==> src/rtl/blhp_pkg.sv <==
`default_nettype none

package blhp_pkg;

  // sequencer steps around the shared adder
  typedef enum logic [11:0] {
    S_IN   = 12'b0000_0000_0001,
    S_DIV  = 12'b0000_0000_0010,
    S_FIX  = 12'b0000_0000_0100,
    S_XADD = 12'b0000_0000_1000,
    S_VFIN = 12'b0000_0001_0000,
    S_EB2  = 12'b0000_0010_0000,
    S_CHK  = 12'b0000_0100_0000,
    S_SUM  = 12'b0000_1000_0000,
    S_EMIT = 12'b0001_0000_0000,
    S_REM  = 12'b0010_0000_0000,
    S_REM2 = 12'b0100_0000_0000,
    S_LAST = 12'b1000_0000_0000
  } seq_state_t;

  // where the parser stands inside the lace header
  typedef enum logic [5:0] {
    PH_IDLE          = 6'b00_0001,
    PH_XIPH          = 6'b00_0010,
    PH_EB_FIRST      = 6'b00_0100,
    PH_EB_DELTA      = 6'b00_1000,
    PH_EB_FIRST_CONT = 6'b01_0000,
    PH_EB_DELTA_CONT = 6'b10_0000
  } lace_phase_t;

  localparam logic [1:0] MODE_NONE  = 2'd0;
  localparam logic [1:0] MODE_XIPH  = 2'd1;
  localparam logic [1:0] MODE_FIXED = 2'd2;
  localparam logic [1:0] MODE_EBML  = 2'd3;

  localparam int         VINT_BITS = 56;
  localparam logic [7:0] XIPH_RUN  = 8'hFF;

  // signed vint bias, 2^(7n-1)-1 for an n-byte vint
  function automatic logic [55:0] ebml_bias(input logic [3:0] n);
    case (n)
      4'd1:    ebml_bias = 56'h3F;
      4'd2:    ebml_bias = 56'h1FFF;
      4'd3:    ebml_bias = 56'hF_FFFF;
      4'd4:    ebml_bias = 56'h7FF_FFFF;
      4'd5:    ebml_bias = 56'h3_FFFF_FFFF;
      4'd6:    ebml_bias = 56'h1FF_FFFF_FFFF;
      4'd7:    ebml_bias = 56'hFFFF_FFFF_FFFF;
      4'd8:    ebml_bias = 56'h7F_FFFF_FFFF_FFFF;
      default: ebml_bias = 56'h0;
    endcase
  endfunction

endpackage

`default_nettype wire

==> src/rtl/block_lace_header_parser.sv <==
// lace header and idle bytes that complete no frame stay in S_IN, a xiph 255 byte passes S_XADD
// a byte closing a frame size runs S_XADD or S_VFIN (plus S_EB2 for an ebml delta), S_CHK, S_SUM,
// S_EMIT, then S_REM, S_REM2 and S_LAST for the last laced frame, which alone run for no lacing
// or a zero count; fixed lacing runs one restoring division step per cycle, 32 steps, then S_FIX
// every step uses one shared adder, so one beat is worked on at a time; stalls hold emit states
// synchronous reset idles the parser and drops any pending output beat
`default_nettype none

module block_lace_header_parser import blhp_pkg::*; #(
  parameter int SIZE_BITS = 32
) (
  input  wire logic        clk,
  input  wire logic        rst,
  input  wire logic        in_valid,
  output logic             in_stall,
  input  wire logic [7:0]  data_byte,
  input  wire logic        block_start,
  input  wire logic [1:0]  mode,
  input  wire logic [31:0] data_size,
  output logic             out_valid,
  input  wire logic        out_stall,
  output logic [31:0]      frame_size,
  output logic [8:0]       repeat_count,
  output logic             last,
  output logic [31:0]      header_length,
  output logic             size_error
);

  localparam int AW = ((SIZE_BITS > VINT_BITS) ? SIZE_BITS : VINT_BITS) + 3;
  localparam int XW = SIZE_BITS + 1;
  localparam logic [AW-1:0] ONE     = AW'(1);
  localparam logic [AW-1:0] LIM1    = ONE << SIZE_BITS;
  localparam logic [AW-1:0] LIMIT   = LIM1 - ONE;
  localparam logic [AW-1:0] SUM_CAP = ONE << 32;

  seq_state_t    state;
  lace_phase_t   phase;

  logic [31:0]          payload_total;
  logic [31:0]          header_count;
  logic [32:0]          size_sum;
  logic [XW-1:0]        xiph_running;
  logic [SIZE_BITS-1:0] prev_size;
  logic [SIZE_BITS-1:0] size_val;
  logic [VINT_BITS-1:0] vint_value;
  logic [3:0]           vint_length;
  logic [2:0]           vint_left;
  logic                 vfirst;
  logic [7:0]           frames_left;
  logic [7:0]           byte_r;
  logic                 err;
  logic [AW-1:0]        wv;
  logic [31:0]          div_q;
  logic [8:0]           div_r;
  logic [8:0]           div_frames;
  logic [4:0]           div_cnt;

  logic [AW-1:0]        add_a;
  logic [AW-1:0]        add_b;
  logic                 add_cin;
  logic [AW-1:0]        add_res;
  logic                 take;
  logic [AW-1:0]        xsum;
  logic                 chk_bad;
  logic [SIZE_BITS-1:0] chk_s;
  logic                 fix_bad;
  logic [3:0]           lead_n;
  logic [7:0]           lead_mask;
  logic                 out_free;
  logic                 out_load;

  assign in_stall = (state != S_IN);
  assign out_free = !out_valid || !out_stall;
  assign out_load = out_free && ((state == S_FIX) || (state == S_EMIT) || (state == S_LAST));

  // shared adder, operands picked by the sequencer
  always_comb begin
    add_a   = '0;
    add_b   = '0;
    add_cin = 1'b0;
    case (state)
      S_DIV: begin
        add_a   = AW'({div_r, div_q[31]});
        add_b   = ~AW'(div_frames);
        add_cin = 1'b1;
      end
      S_XADD: begin
        add_a = AW'(xiph_running);
        add_b = AW'(byte_r);
      end
      S_VFIN: begin
        add_a = AW'(prev_size);
        add_b = AW'(vint_value);
      end
      S_EB2: begin
        add_a   = wv;
        add_b   = ~AW'(ebml_bias(vint_length));
        add_cin = 1'b1;
      end
      S_SUM: begin
        add_a = AW'(size_sum);
        add_b = AW'(size_val);
      end
      S_REM: begin
        add_a   = AW'(payload_total);
        add_b   = ~AW'(header_count);
        add_cin = 1'b1;
      end
      S_REM2: begin
        add_a   = wv;
        add_b   = ~AW'(size_sum);
        add_cin = 1'b1;
      end
      default: ;
    endcase
    add_res = add_a + add_b + AW'(add_cin);
  end

  assign take    = !add_res[AW-1];
  assign xsum    = (add_res > LIM1) ? LIM1 : add_res;
  // negative values wrap above the limit too
  assign chk_bad = (wv > LIMIT);
  assign chk_s   = chk_bad ? '0 : SIZE_BITS'(wv);
  assign fix_bad = (AW'(div_q) > LIMIT);

  // vint length from the leading one of the first byte
  always_comb begin
    lead_n = 4'd8;
    for (int i = 0; i < 8; i++) begin
      if (data_byte[i]) lead_n = 4'(8 - i);
    end
    lead_mask = 8'hFF >> lead_n;
  end

  always_ff @(posedge clk) begin
    if (rst) begin
      out_valid <= 1'b0;
    end else if (out_load) begin
      out_valid <= 1'b1;
    end else if (!out_stall) begin
      out_valid <= 1'b0;
    end
  end

  always_ff @(posedge clk) begin
    if (rst) begin
      state     <= S_IN;
      phase     <= PH_IDLE;
    end else begin
      case (state)
        S_IN: begin
          if (in_valid) begin
            if (block_start) begin
              payload_total <= data_size;
              size_sum      <= '0;
              prev_size     <= '0;
              xiph_running  <= '0;
              vint_value    <= '0;
              err           <= 1'b0;
              header_count  <= (mode == MODE_NONE) ? 32'd0 : 32'd1;
              phase         <= PH_IDLE;
              case (mode)
                MODE_NONE: state <= S_REM;
                MODE_FIXED: begin
                  div_frames <= {1'b0, data_byte} + 9'd1;
                  div_r      <= '0;
                  div_cnt    <= '0;
                  if (data_size == 32'd0) begin
                    err   <= 1'b1;
                    div_q <= '0;
                    state <= S_FIX;
                  end else begin
                    div_q <= data_size - 32'd1;
                    state <= S_DIV;
                  end
                end
                MODE_XIPH, MODE_EBML: begin
                  if (data_byte == 8'd0) begin
                    state <= S_REM;
                  end else begin
                    frames_left <= data_byte;
                    phase       <= (mode == MODE_XIPH) ? PH_XIPH : PH_EB_FIRST;
                  end
                end
                default: ;
              endcase
            end else if (phase != PH_IDLE) begin
              if (header_count != 32'hFFFF_FFFF) header_count <= header_count + 32'd1;
              case (phase)
                PH_XIPH: begin
                  byte_r <= data_byte;
                  state  <= S_XADD;
                end
                PH_EB_FIRST, PH_EB_DELTA: begin
                  vfirst <= (phase == PH_EB_FIRST);
                  if (data_byte == 8'd0) begin
                    // zero lead byte reads as a one-byte vint of zero
                    err         <= 1'b1;
                    vint_length <= 4'd1;
                    vint_value  <= '0;
                    state       <= S_VFIN;
                  end else begin
                    vint_length <= lead_n;
                    vint_value  <= VINT_BITS'(data_byte & lead_mask);
                    if (lead_n == 4'd1) begin
                      state <= S_VFIN;
                    end else begin
                      vint_left <= 3'(lead_n - 4'd1);
                      phase     <= (phase == PH_EB_FIRST) ? PH_EB_FIRST_CONT
                                                          : PH_EB_DELTA_CONT;
                    end
                  end
                end
                PH_EB_FIRST_CONT, PH_EB_DELTA_CONT: begin
                  vfirst     <= (phase == PH_EB_FIRST_CONT);
                  vint_value <= {vint_value[VINT_BITS-9:0], data_byte};
                  vint_left  <= vint_left - 3'd1;
                  if (vint_left <= 3'd1) state <= S_VFIN;
                end
                default: phase <= PH_IDLE;
              endcase
            end
          end
        end
        S_DIV: begin
          div_q   <= {div_q[30:0], take};
          div_r   <= take ? add_res[8:0] : {div_r[7:0], div_q[31]};
          div_cnt <= div_cnt + 5'd1;
          if (div_cnt == 5'd31) state <= S_FIX;
        end
        S_FIX: begin
          if (out_free) begin
            frame_size    <= fix_bad ? 32'd0 : div_q;
            repeat_count  <= div_frames;
            last          <= 1'b1;
            header_length <= header_count;
            size_error    <= err || fix_bad;
            err           <= err || fix_bad;
            state         <= S_IN;
          end
        end
        S_XADD: begin
          if (byte_r == XIPH_RUN) begin
            xiph_running <= XW'(xsum);
            state        <= S_IN;
          end else begin
            xiph_running <= '0;
            wv           <= xsum;
            state        <= S_CHK;
          end
        end
        S_VFIN: begin
          // delta sizes first add the previous size, then drop the bias
          wv    <= vfirst ? AW'(vint_value) : add_res;
          state <= vfirst ? S_CHK : S_EB2;
        end
        S_EB2: begin
          wv    <= add_res;
          state <= S_CHK;
        end
        S_CHK: begin
          size_val  <= chk_s;
          prev_size <= chk_s;
          if (chk_bad) err <= 1'b1;
          if (frames_left != 8'd0) frames_left <= frames_left - 8'd1;
          state <= S_SUM;
        end
        S_SUM: begin
          // running sum pins at 2^32, reaching it counts as overflow
          if (add_res >= SUM_CAP) begin
            size_sum <= 33'h1_0000_0000;
            err      <= 1'b1;
          end else begin
            size_sum <= 33'(add_res);
          end
          state <= S_EMIT;
        end
        S_EMIT: begin
          if (out_free) begin
            frame_size    <= 32'(size_val);
            repeat_count  <= 9'd1;
            last          <= 1'b0;
            header_length <= 32'd0;
            size_error    <= err;
            if (frames_left == 8'd0) begin
              state <= S_REM;
            end else begin
              state <= S_IN;
              phase <= (phase == PH_XIPH) ? PH_XIPH : PH_EB_DELTA;
            end
          end
        end
        S_REM: begin
          wv    <= add_res;
          state <= S_REM2;
        end
        S_REM2: begin
          wv    <= add_res;
          state <= S_LAST;
        end
        S_LAST: begin
          // last frame gets whatever the header and earlier frames left over
          if (out_free) begin
            frame_size    <= 32'(chk_s);
            repeat_count  <= 9'd1;
            last          <= 1'b1;
            header_length <= header_count;
            size_error    <= err || chk_bad;
            err           <= err || chk_bad;
            phase         <= PH_IDLE;
            state         <= S_IN;
          end
        end
        default: state <= S_IN;
      endcase
    end
  end

endmodule

`default_nettype wire

==> config.mk <==
export PLATFORM = sky130hd
export DESIGN_NAME = block_lace_header_parser
export DESIGN_NICKNAME = d
export VERILOG_FILES = /design/src/rtl/blhp_pkg.sv /design/src/rtl/block_lace_header_parser.sv
export SDC_FILE = /design/constraint.sdc
export NUM_CORES = 1
export LEC_CHECK = 0
export ABC_AREA = 1
export ABC_CLOCK_PERIOD_IN_PS = 6300
export CORE_MARGIN = 2
export CORE_UTILIZATION = 45
export DETAILED_ROUTE_END_ITERATION = 10
export DONT_BUFFER_PORTS = 1
export PLACE_DENSITY_LB_ADDON = 0.12
export SLEW_MARGIN = 15
export SYNTH_ARGS = -nofsm -noshare
export SYNTH_HDL_FRONTEND = slang
export SYNTH_SLANG_ARGS = --single-unit
==> constraint.sdc <==
create_clock -name clk -period 6.3 [get_ports clk]
set_input_delay 0.63 -clock clk [delete_from_list [all_inputs] [get_ports clk]]
set_output_delay 0.63 -clock clk [all_outputs]
set_load 0.01 [all_outputs]
# Word-level counts from Yosys, hierarchy flattened

Memories as Yosys holds them, arrays and structs flattened. A register that Yosys moved wholly into a read port is not among the register bits.
Index checks and enable logic that the tools add are counted.

Output and inout port bits: 77
Register bits: 483
ROM bits: 880
Memories kept: 1

Add/sub/neg operators: 9
Equality and inequality tests: 56
Bitwise logic cells: 7
Reduce and logical (&&, ||, !) cells: 60
$lt $le $gt $ge: 4
Shift-type cells: 1
Mux-type cells: 118

Memory list:

| name             | words | bits a word | read ports | clocked after memory_dff | wr ports | RTL line       | RTL |
|---|---|---|---|---|---|---|---|
| (name not given) | 16    | 55          | 1          | 1                        | 0        | blhp_pkg.sv:41 | `case (n)` |

Operator list:

| operator               | number |
|---|---|
| $mux W32               | 15 |
| $pmux W59 S7           | 1 |
| $pmux W59 S6           | 1 |
| $pmux W32 S2           | 3 |
| $mux W59               | 3 |
| $pmux W59 S3           | 1 |
| $mux W33               | 4 |
| $pmux W12 S11          | 1 |
| $pmux W33 S2           | 2 |
| $mux W12               | 10 |
| $mux W56               | 2 |
| $pmux W56 S2           | 1 |
| $pmux W32 S3           | 1 |
| $pmux W12 S3           | 2 |
| $add A59 B1 Y59        | 1 |
| $add A59 B59 Y59       | 1 |
| $ge A59 B33 Y1 const B | 1 |
| $gt A59 B32 Y1 const B | 1 |
| $gt A59 B33 Y1 const B | 1 |
| $not A32 Y59           | 1 |
| $not A33 Y59           | 1 |
| $not A56 Y59           | 1 |
| $not A9 Y59            | 1 |
| $mux W6                | 9 |
| 79 further kinds       | 190 |

# Depth between registers and ports, before layout

Gate-level depths: netlist of the first run.

Depth after elaboration: 15
Depth in mapped cells: 35

# Least setup slack after synthesis of the first run

No wires, ideal clock.

Path type: flip-flop to flip-flop
Start point: register state[8]
End point: register vint_value[0], enable pin
Period minus slack after synthesis: 6201 ps
Arrival time: 5713 ps
Stages on the path, launching flop included: 13
Slack: 99 ps
Buffers on the path: 1
Path through: dfxtp_1 -> inv_2 -> nand2_1 -> nor2_2 -> inv_2 -> nor3_2 -> inv_2 -> clkbuf_1 -> nor2_1 -> inv_1 -> nor2_1 -> nor2_1 -> a21oi_1

Longest elaborated chain between the ends: 2

Ends and longest elaborated chain:

| what                               | RTL line                        | RTL |
|---|---|---|
| start: declaration                 | block_lace_header_parser.sv:36  | `seq_state_t state;` |
| start signal: assignment           | block_lace_header_parser.sv:255 | `state <= vfirst ? S_CHK : S_EB2;` |
| $eq A12 B1 Y1                      | block_lace_header_parser.sv:150 | `case (state)` |
| $reduce_and A5 Y1 (no source line) | -                               |  |
| end signal: assignment             | block_lace_header_parser.sv:204 | `vint_value <= VINT_BITS'(data_byte & lead_mask);` |
| end signal: assignment             | block_lace_header_parser.sv:216 | `vint_value <= {vint_value[VINT_BITS-9:0], data_byte};` |
| end: declaration                   | block_lace_header_parser.sv:45  | `logic [VINT_BITS-1:0] vint_value;` |

No other way between the ends.
A chain may end at the register's enable or synchronous reset.

# Worst setup path in the final report of the first run

Start point: register state[5]
End point: register wv[12] (data pin)

Longest elaborated chain between the ends: 9
Elaborated cells between the ends (all ways): 20

Ends and longest elaborated chain:

| what                                            | RTL line                                                        | RTL |
|---|---|---|
| $eq A12 B11 Y1 or $eq A12 B6 Y1 (tied branches) | block_lace_header_parser.sv:81, block_lace_header_parser.sv:150 |  |
| $reduce_or A2 Y1 (no source line)               | -                                                               |  |
| $pmux W59 S6                                    | block_lace_header_parser.sv:81                                  | `case (state)` |
| $add A59 B59 Y59                                | block_lace_header_parser.sv:116                                 | `add_res = add_a + add_b + AW'(add_cin);` |
| $add A59 B1 Y59                                 | block_lace_header_parser.sv:116                                 |  |
| $gt A59 B33 Y1                                  | block_lace_header_parser.sv:120                                 | `assign xsum = (add_res > LIM1) ? LIM1 : add_res;` |
| $mux W59                                        | block_lace_header_parser.sv:120                                 |  |
| $mux W59                                        | block_lace_header_parser.sv:243                                 | `if (byte_r == XIPH_RUN) begin` |
| $pmux W59 S3 *                                  | block_lace_header_parser.sv:150                                 |  |
| end signal: assignment                          | block_lace_header_parser.sv:248                                 | `wv <= xsum;` |
| end signal: assignment                          | block_lace_header_parser.sv:254                                 | `wv <= vfirst ? AW'(vint_value) : add_res;` |
| end signal: assignment                          | block_lace_header_parser.sv:258                                 | `wv <= add_res;` |
| end: declaration                                | block_lace_header_parser.sv:52                                  | `logic [AW-1:0] wv;` |

Mark *: on every way between the ends. The rest lies on a longest branch, timed or not. The select of a mux whose other input is x is not followed.

==> results.cfg, run 1 <==
[finish]
utilization_pct = 50.2
drive_above_1_share_pct = 6.55
synthToLayoutAreaGrowth_pct = 10.1
finish.instance_area_sq_mm = 0.0317
final_nets = 3601

[timing]
hold_slack_ns = 0.0803
drv_slew = 0
fmax_ghz = 0.172
fin_setup_tns_ns = 0
setup_viol = 0
worst_pin_slew_ns = 1.30
relSlewSlack_pct = 13.1
final.period_utilization_pct = 92.1
hold_viol_final = 0
rsz0062_at_grt = false
skew_ns = 0.0339
period_minus_slack_ns = 5.80

[global_route]
grt_pass1_vias = 24068
grt_overflow = 0
grt_max_degree = 57
track_usage_pct = 33.2
antenna_found_initial = 5
use_met2_pct = 51.0
grt_pass1_wl_mm = 162
busiest_layer = met2
grtUsageMet3_pct = 7.29
grt_use_met1_pct = 46.4

[drt]
num_vias = 25257
post-route-drc-count = 0
drt_iter0_drc = 3059
wl_per_cell_um = 25.4
ant_nets = 0
drt_pass1_iterations = 5
wl_mm = 111
viasPerCell = 5.77

[clocking]
cts.sinks = 491
cts_resized = 0
clk_pin_slew_ns = 0.06
cts_setup_buffers = 0
h-tree-depth = 2
numCtsBuffers = 53
cts_tree = done
clockBufferDepth = 3
cts_hold_buf = 0
cts_root_buf = clkbuf_16
clk_latency_ns = 0.64

[floorplanning]
dieHeight_um = 257
core_sq_mm = 0.0632
initial_core_util_pct = 45.6
ios = 124
die_area_sq_mm = 0.0661
die_w_um = 257
num_rows = 92

[setup_path]
endpoint_kind = flip-flop
path_buf_inv = 4
slowest_delay_ns = 0.60
cp_slowest_cell = a21oi_1
critical_path.startpoint_type = flip-flop
r2r_cells = 25
worstPathRequired_ns = 6.74
worstSetupStartpoint = state[5]$_SDFFE_PP0P_
reg2reg_from = state[5]$_SDFFE_PP0P_
crit_family = simple AND/OR/NAND/NOR gates
critPathMaxFanout = 36
crit_type = flip-flop to flip-flop
arrival_ns = 6.24
cp.depth = 25
path_common_cell = nand2_1

[power]
power.leakage_nw = 13.7
total_power_mw = 9.26
sequentialPowerShare_pct = 47.6
switching_share_pct = 32.0
clkPwrFrac_pct = 34.2
vdd_drop_max_mv = 0.227
power.share.combinational_pct = 18.1
p_int_mw = 6.30
power.switching_mw = 2.96
p_per_area_mw_per_mm2 = 292

[logic_synthesis]
ys_types = 60
synth-async-reset-ratio_pct = 0
syn_inst = 3477
synth_ff_type = edfxtp_1
synth_edf_count = 464
ys_seq_area_share_pct = 50.2
avgSynthCellArea_sq_um = 8.29
syn_area_sq_mm = 0.0288
synth-seq-cells = 491
yosysWarningCount = 0
synth.net_count = 3596

[placement]
place_congestion = 0.986
dp_hpwl_mm = 86.8
placed_cell_area_sq_mm = 0.0300
io_buffers = 0

[outcome]
status = complete, no violations

[worst_hold_path]
hold_class = input pin to flip-flop
hold_depth = 1
hp-start = rst

[run]
maxCapViolCount = 0
## worst register-to-register path: stages, from the launching register on
cell and delay [ns]:
dfxtp_1 0.35, nor2_1 0.07, nand2_1 0.19, nor2_4 0.07, nand2_4 0.37, nand2_1 0.18, inv_2 0.57, buf_4 0.42
nor2_1 0.10, ha_1 0.42, a21oi_1 0.60, o21ai_0 0.26, inv_1 0.10, nand2_1 0.08, nand2_1 0.07, nand2_1 0.05
a21oi_1 0.28, nand3b_1 0.12, nand2_1 0.29, nand2_1 0.10, nor2_1 0.11, nand3_1 0.13, nor2_4 0.13, buf_12 0.22
nand3_1 0.18, o21ai_1 0.17
## state kept, by name, summed over array words and instances (netlist names), 12 cells and up, named ones only
register	count
wv	59
vint_value	56
size_sum	33
xiph_running	33
div_q	32
frame_size	32
header_count	32
header_length	32
payload_total	32
prev_size	32
size_val	32
state	12
## path summary, 6_finish.rpt
path | endpoint | slack (ns)
hold / removal | out_valid$_SDFFE_PP0P_ | 0.08
setup reg to reg | wv[12]$_DFFE_PP_ | 0.50
hold reg to reg | state[8]$_SDFFE_PP0P_ | 0.49
setup / recovery | wv[12]$_DFFE_PP_ | 0.50
## power groups by stage
stage                     Combinational [mW]  Clock (mW)  Sequential, mW
after detailed placement                1.65           0            4.47
after CTS                               1.66        3.19            4.40
after global routing                    1.80        3.32            4.43
final                                   1.68        3.17            4.41
after floorplan                         1.04           0            4.31
after global placement                  1.64           0            4.46
## cells in the final DEF (no fill, tap or decap), types with 6 or more instances in the layout
master | netlist | routed
nand3_1 | 113 | 113
nor2_4 | 3 | 6
clkinv_1 | 5 | 12
o22ai_1 | 85 | 85
nor4_1 | 12 | 12
a221oi_1 | 45 | 45
xor2_1 | 36 | 36
nor3_1 | 45 | 45
clkbuf_16 | 0 | 53
nand4_1 | 36 | 36
o221ai_1 | 24 | 24
inv_1 | 578 | 577
clkbuf_1 | 79 | 13
o21ai_1 | 22 | 22
nor2_2 | 43 | 45
dfxtp_1 | 27 | 27
xnor2_1 | 13 | 13
o21ai_0 | 121 | 121
o21bai_1 | 15 | 15
a22oi_1 | 45 | 45
edfxtp_1 | 464 | 464
ha_1 | 70 | 70
nor2_1 | 475 | 470
a211oi_1 | 10 | 9
nor3b_1 | 6 | 6
a21oi_1 | 120 | 116
clkinv_2 | 0 | 10
inv_2 | 16 | 17
nand3b_1 | 26 | 26
buf_4 | 5 | 54
a31oi_1 | 9 | 9
o211ai_1 | 7 | 7
a2111o_1 | 7 | 7
o2111ai_1 | 10 | 10
a22o_1 | 27 | 27
nand2_1 | 806 | 805
## per-layer routing
metal | vias to the layer above | share of wire [%] | wire (um)
li1 | 11642 | - | -
met1 | 12204 | 42 | 47100
met2 | 1230 | 44 | 49000
met3 | 177 | 9.5 | 10600
met4 | 4 | 4.0 | 4410
met5 | - | 0.024 | 27
## synthesized netlist by cell type, types with 4 or more instances
cell type	instances	share of area, %
nor3b_1	6	0.16
a31oi_1	9	0.20
nor2_1	475	6.2
a21oi_1	120	2.1
ha_1	70	3.0
clkinv_1	5	0.065
and2_1	5	0.11
nand3_2	4	0.14
buf_1	15	0.20
a22oi_1	45	1.2
buf_4	5	0.13
o21ai_0	121	2.1
a2111o_1	7	0.27
a221oi_1	45	1.4
nor3_1	45	0.78
o2111ai_1	10	0.30
nand4_1	36	0.78
nand2_1	806	10
o211ai_1	7	0.18
nand3b_1	26	0.68
edfxtp_1	464	48
inv_1	578	7.5
o21a_1	4	0.10
nor4_1	12	0.26
xnor2_1	13	0.39
o21ai_1	22	0.38
nand3_1	113	2.0
o21bai_1	15	0.39
buf_2	5	0.087
inv_2	16	0.21
dfxtp_1	27	1.9
and3_1	5	0.11
a211oi_1	10	0.26
o22ai_1	85	1.8
nor2_2	43	0.93
nand2_2	4	0.087
a22o_1	27	0.82
clkbuf_1	79	1.0
o221ai_1	24	0.73
xor2_1	36	1.1
## final cells by class
class                   count  area (sq um)
diodes                      2          5.00
inverters                 599          2250
fillers                  6087         31500
clock buffers              70          1430
multi-input cells        2280         11800
flip-flops and latches    491         14500
repair buffers             57           465
well taps                 846          1060
clock inverters            29           298
## cells by family (layout without fill, tap and decap cells)
group	after synthesis	after routing	share of synthesized area, %
other	0	2	0
buffers and inverters	706	755	9.36
adder cells (fa/ha/maj)	72	72	3.18
AO/OA/AOI/OAI	563	563	12.6
XOR/XNOR	50	50	1.54
flip-flops	491	491	50.2
AND/OR/NAND/NOR	1595	1595	23.2
## through the flow
step                setup WS (ns)  cells
finish                      0.500   4374
global route                0.274   4372
CTS                         0.618   4372
detailed placement          0.717   4273
global placement            0.755   4273
floorplan                  0.0986   3477
No activity file was read; power rests on OpenSTA's default activity.
==> inputs of run 2 (changes only) <==
--- a/config.mk
+++ b/config.mk
@@ -5,7 +5,6 @@
 export SDC_FILE = /design/constraint.sdc
 export NUM_CORES = 1
 export LEC_CHECK = 0
-export ABC_AREA = 1
 export ABC_CLOCK_PERIOD_IN_PS = 6300
 export CORE_MARGIN = 2
 export CORE_UTILIZATION = 45
==> run 2 against run 1 <==
Worst hold slack about the same. Clock power up 11%. Register-to-register slack worse by 0.25 ns. Routed wire length down 14%. Sequential share of layout area up 0.16 points. Cell area down 0.34%. Non-clock buffer count up 206. Area after synthesis down 7.4%. Clock skew down 0.016 ns. Utilization up 3.6 points. Critical path type unchanged. Largest power group unchanged.
==> results.cfg, run 2 <==
[outcome]
status = complete, no violations

[drt]
num_vias = 21964
drt_pass1_iterations = 7
ant_nets = 0
wl_mm = 95.7
viasPerCell = 6.13
wl_per_cell_um = 26.7
post-route-drc-count = 0
drt_iter0_drc = 2657

[finish]
largest_reg_flops = 59
layout_commonest_cell = edfxtp_1
top_regs = wv x59, vint_value x56
regMostFlops = wv
layout.cells.non_filler = 3584
synthToLayoutAreaGrowth_pct = 18.4
finish.instance_area_sq_mm = 0.0316
drive_above_1_share_pct = 15.8
final_nets = 2883
layout_common_cells = edfxtp_1 (464), nand2_1 (342), nor2_1 (268)

[placement]
dpl_worst_slack_ns = 0.108
place_congestion = 1.03
place_inst = 3466
placed_cell_area_sq_mm = 0.0293
dp_hpwl_mm = 69.4
io_buffers = 0

[setup_path]
slowest_delay_ns = 0.53
critical_path.startpoint_type = flip-flop
arrival_ns = 6.51
reg2reg_to = wv[23]$_DFFE_PP_
rrSetupSlack_ns = 0.25
worstPathRequired_ns = 6.75
critPathMaxFanout = 31
endpoint_kind = flip-flop
reg2reg_from = state[2]$_SDFFE_PP0P_
cp_slowest_cell = or4_4
crit_type = flip-flop to flip-flop
r2r_cells = 26

[clocking]
clk_pin_slew_ns = 0.06
cts_root_buf = clkbuf_16
clockBufferDepth = 3
numCtsBuffers = 56
h-tree-depth = 2
cts.sinks = 491
clk_latency_ns = 0.63
cts_hold_buf = 0
cts_tree = done

[logic_synthesis]
synth-seq-cells = 491
synth_top_area_cell = edfxtp_1
syn_inst = 2583
synth_ff_type = edfxtp_1
yosysWarningCount = 0
syn_area_sq_mm = 0.0267
synth-async-reset-ratio_pct = 0
yosysMostFrequentCell = edfxtp_1
avgSynthCellArea_sq_um = 10.3
synth_common_cells = edfxtp_1 (464), nand2_1 (344), nor2_1 (277)
synth_edf_count = 464
netlist.area_leader.share_pct = 52.2
synth.net_count = 2702
ys_types = 83
ys_seq_area_share_pct = 54.2
synth.area.top_cells = edfxtp_1 (52%), nand2_1 (4.8%), and2_1 (4.2%), nor2_1 (3.9%), ha_1 (3.3%)

[floorplanning]
core_sq_mm = 0.0588
num_rows = 89
ios = 124
dieHeight_um = 248
die_w_um = 248
die_area_sq_mm = 0.0613
initial_core_util_pct = 45.4

[timing]
hold_viol_final = 0
drv_slew = 0
skew_ns = 0.0183
fin_ws_ns = 0.246
worst_pin_slew_ns = 1.26
final.period_utilization_pct = 96.1
fin_setup_tns_ns = 0
setup_viol = 0
period_minus_slack_ns = 6.05
fmax_ghz = 0.165
relSlewSlack_pct = 15.1
hold_slack_ns = 0.0799

[worst_hold_path]
hold_depth = 1
hp-start = rst
hold_class = input pin to flip-flop
whs_endpoint = phase[4]$_SDFFE_PP0P_

[global_route]
antenna_found_initial = 3
grt_pass1_vias = 21217
track_usage_pct = 30.6
grt_pass1_wl_mm = 139
grt_overflow = 0
grt_max_degree = 60

[power]
vdd_drop_max_mv = 0.228
p_per_area_mw_per_mm2 = 258
power.leakage_nw = 11.7

[run]
maxCapViolCount = 0
-- run 2: worst max path at each step --
stage,to,start,cells after the start
floorplan,wv[31]$_DFFE_PP_,state[2]$_SDFFE_PP0P_,25
global placement,xiph_running[23]$_SDFFCE_PN0P_,state[2]$_SDFFE_PP0P_,26
detailed placement,xiph_running[17]$_SDFFCE_PN0P_,state[2]$_SDFFE_PP0P_,27
CTS,xiph_running[17]$_SDFFCE_PN0P_,state[2]$_SDFFE_PP0P_,27
global route,xiph_running[30]$_SDFFCE_PN0P_,state[2]$_SDFFE_PP0P_,29
finish,wv[23]$_DFFE_PP_,state[2]$_SDFFE_PP0P_,26
-- run 2: logic make-up after synthesis --
kind of cell	count (synthesis)	synth area share [%]
buf+inv	179	2.61
flops	491	54.2
mux	17	0.651
fa+ha+maj	72	3.43
compound gates	607	15.3
xor+xnor	134	4.39
simple gates	1083	19.5
-- run 2: metal layers --
layer  wire length (um)  global-route usage, %  up-vias
met5                  0                      0        -
met4               3610                   10.2        0
li1                   -                      -     9898
met1              40700                   43.0    10849
met3               7120                   3.36      173
met2              44200                   49.3     1044
-- run 2: where the power goes --
| part | leakage, nW | internal, mW | total [mW] | switching, mW |
|---|---|---|---|---|
| clock | 0.960 | 2.10 | 3.51 | 1.40 |
| sequential | 4.52 | 3.70 | 3.82 | 0.116 |
| combinational | 6.22 | 0.294 | 0.835 | 0.541 |
| total | 11.7 | 6.10 | 8.16 | 2.06 |
-- run 2: final cells by class --
type,instances,area [sq um]
antenna,2,5.00
clock buffer,60,1440
clock inverter,43,539
fill,5244,27200
inverter,39,146
multi-input combinational,1913,11900
sequential,491,14500
tap,773,967
timing repair buffer,263,2200
-- run 2: metrics by stage --
step                      total power, mW  utilization (%)
after CTS                            8.16             53.2
after global routing                 8.39             53.8
final                                8.16             53.8
after detailed placement             4.68             49.8
after floorplan                      4.29                -
after global placement               4.66             49.8
-- run 2: critical path, delay by kind of cell (launching register included) --
kind                       cells  cell delay [ns]
adders and majority gates      1             0.29
AOI/OAI and AO/OA              9             1.84
xor gates and xnor gates       1             0.17
DFF                            1             0.35
and+or+nand+nor                9             2.00
buffers and inverters          6             1.12
-- run 2: timing repair --
action / in CTS / in global routing
endpoints found under the setup margin: 0 / 102
setup buffers: 0 / 8
gates resized for setup: 0 / 40
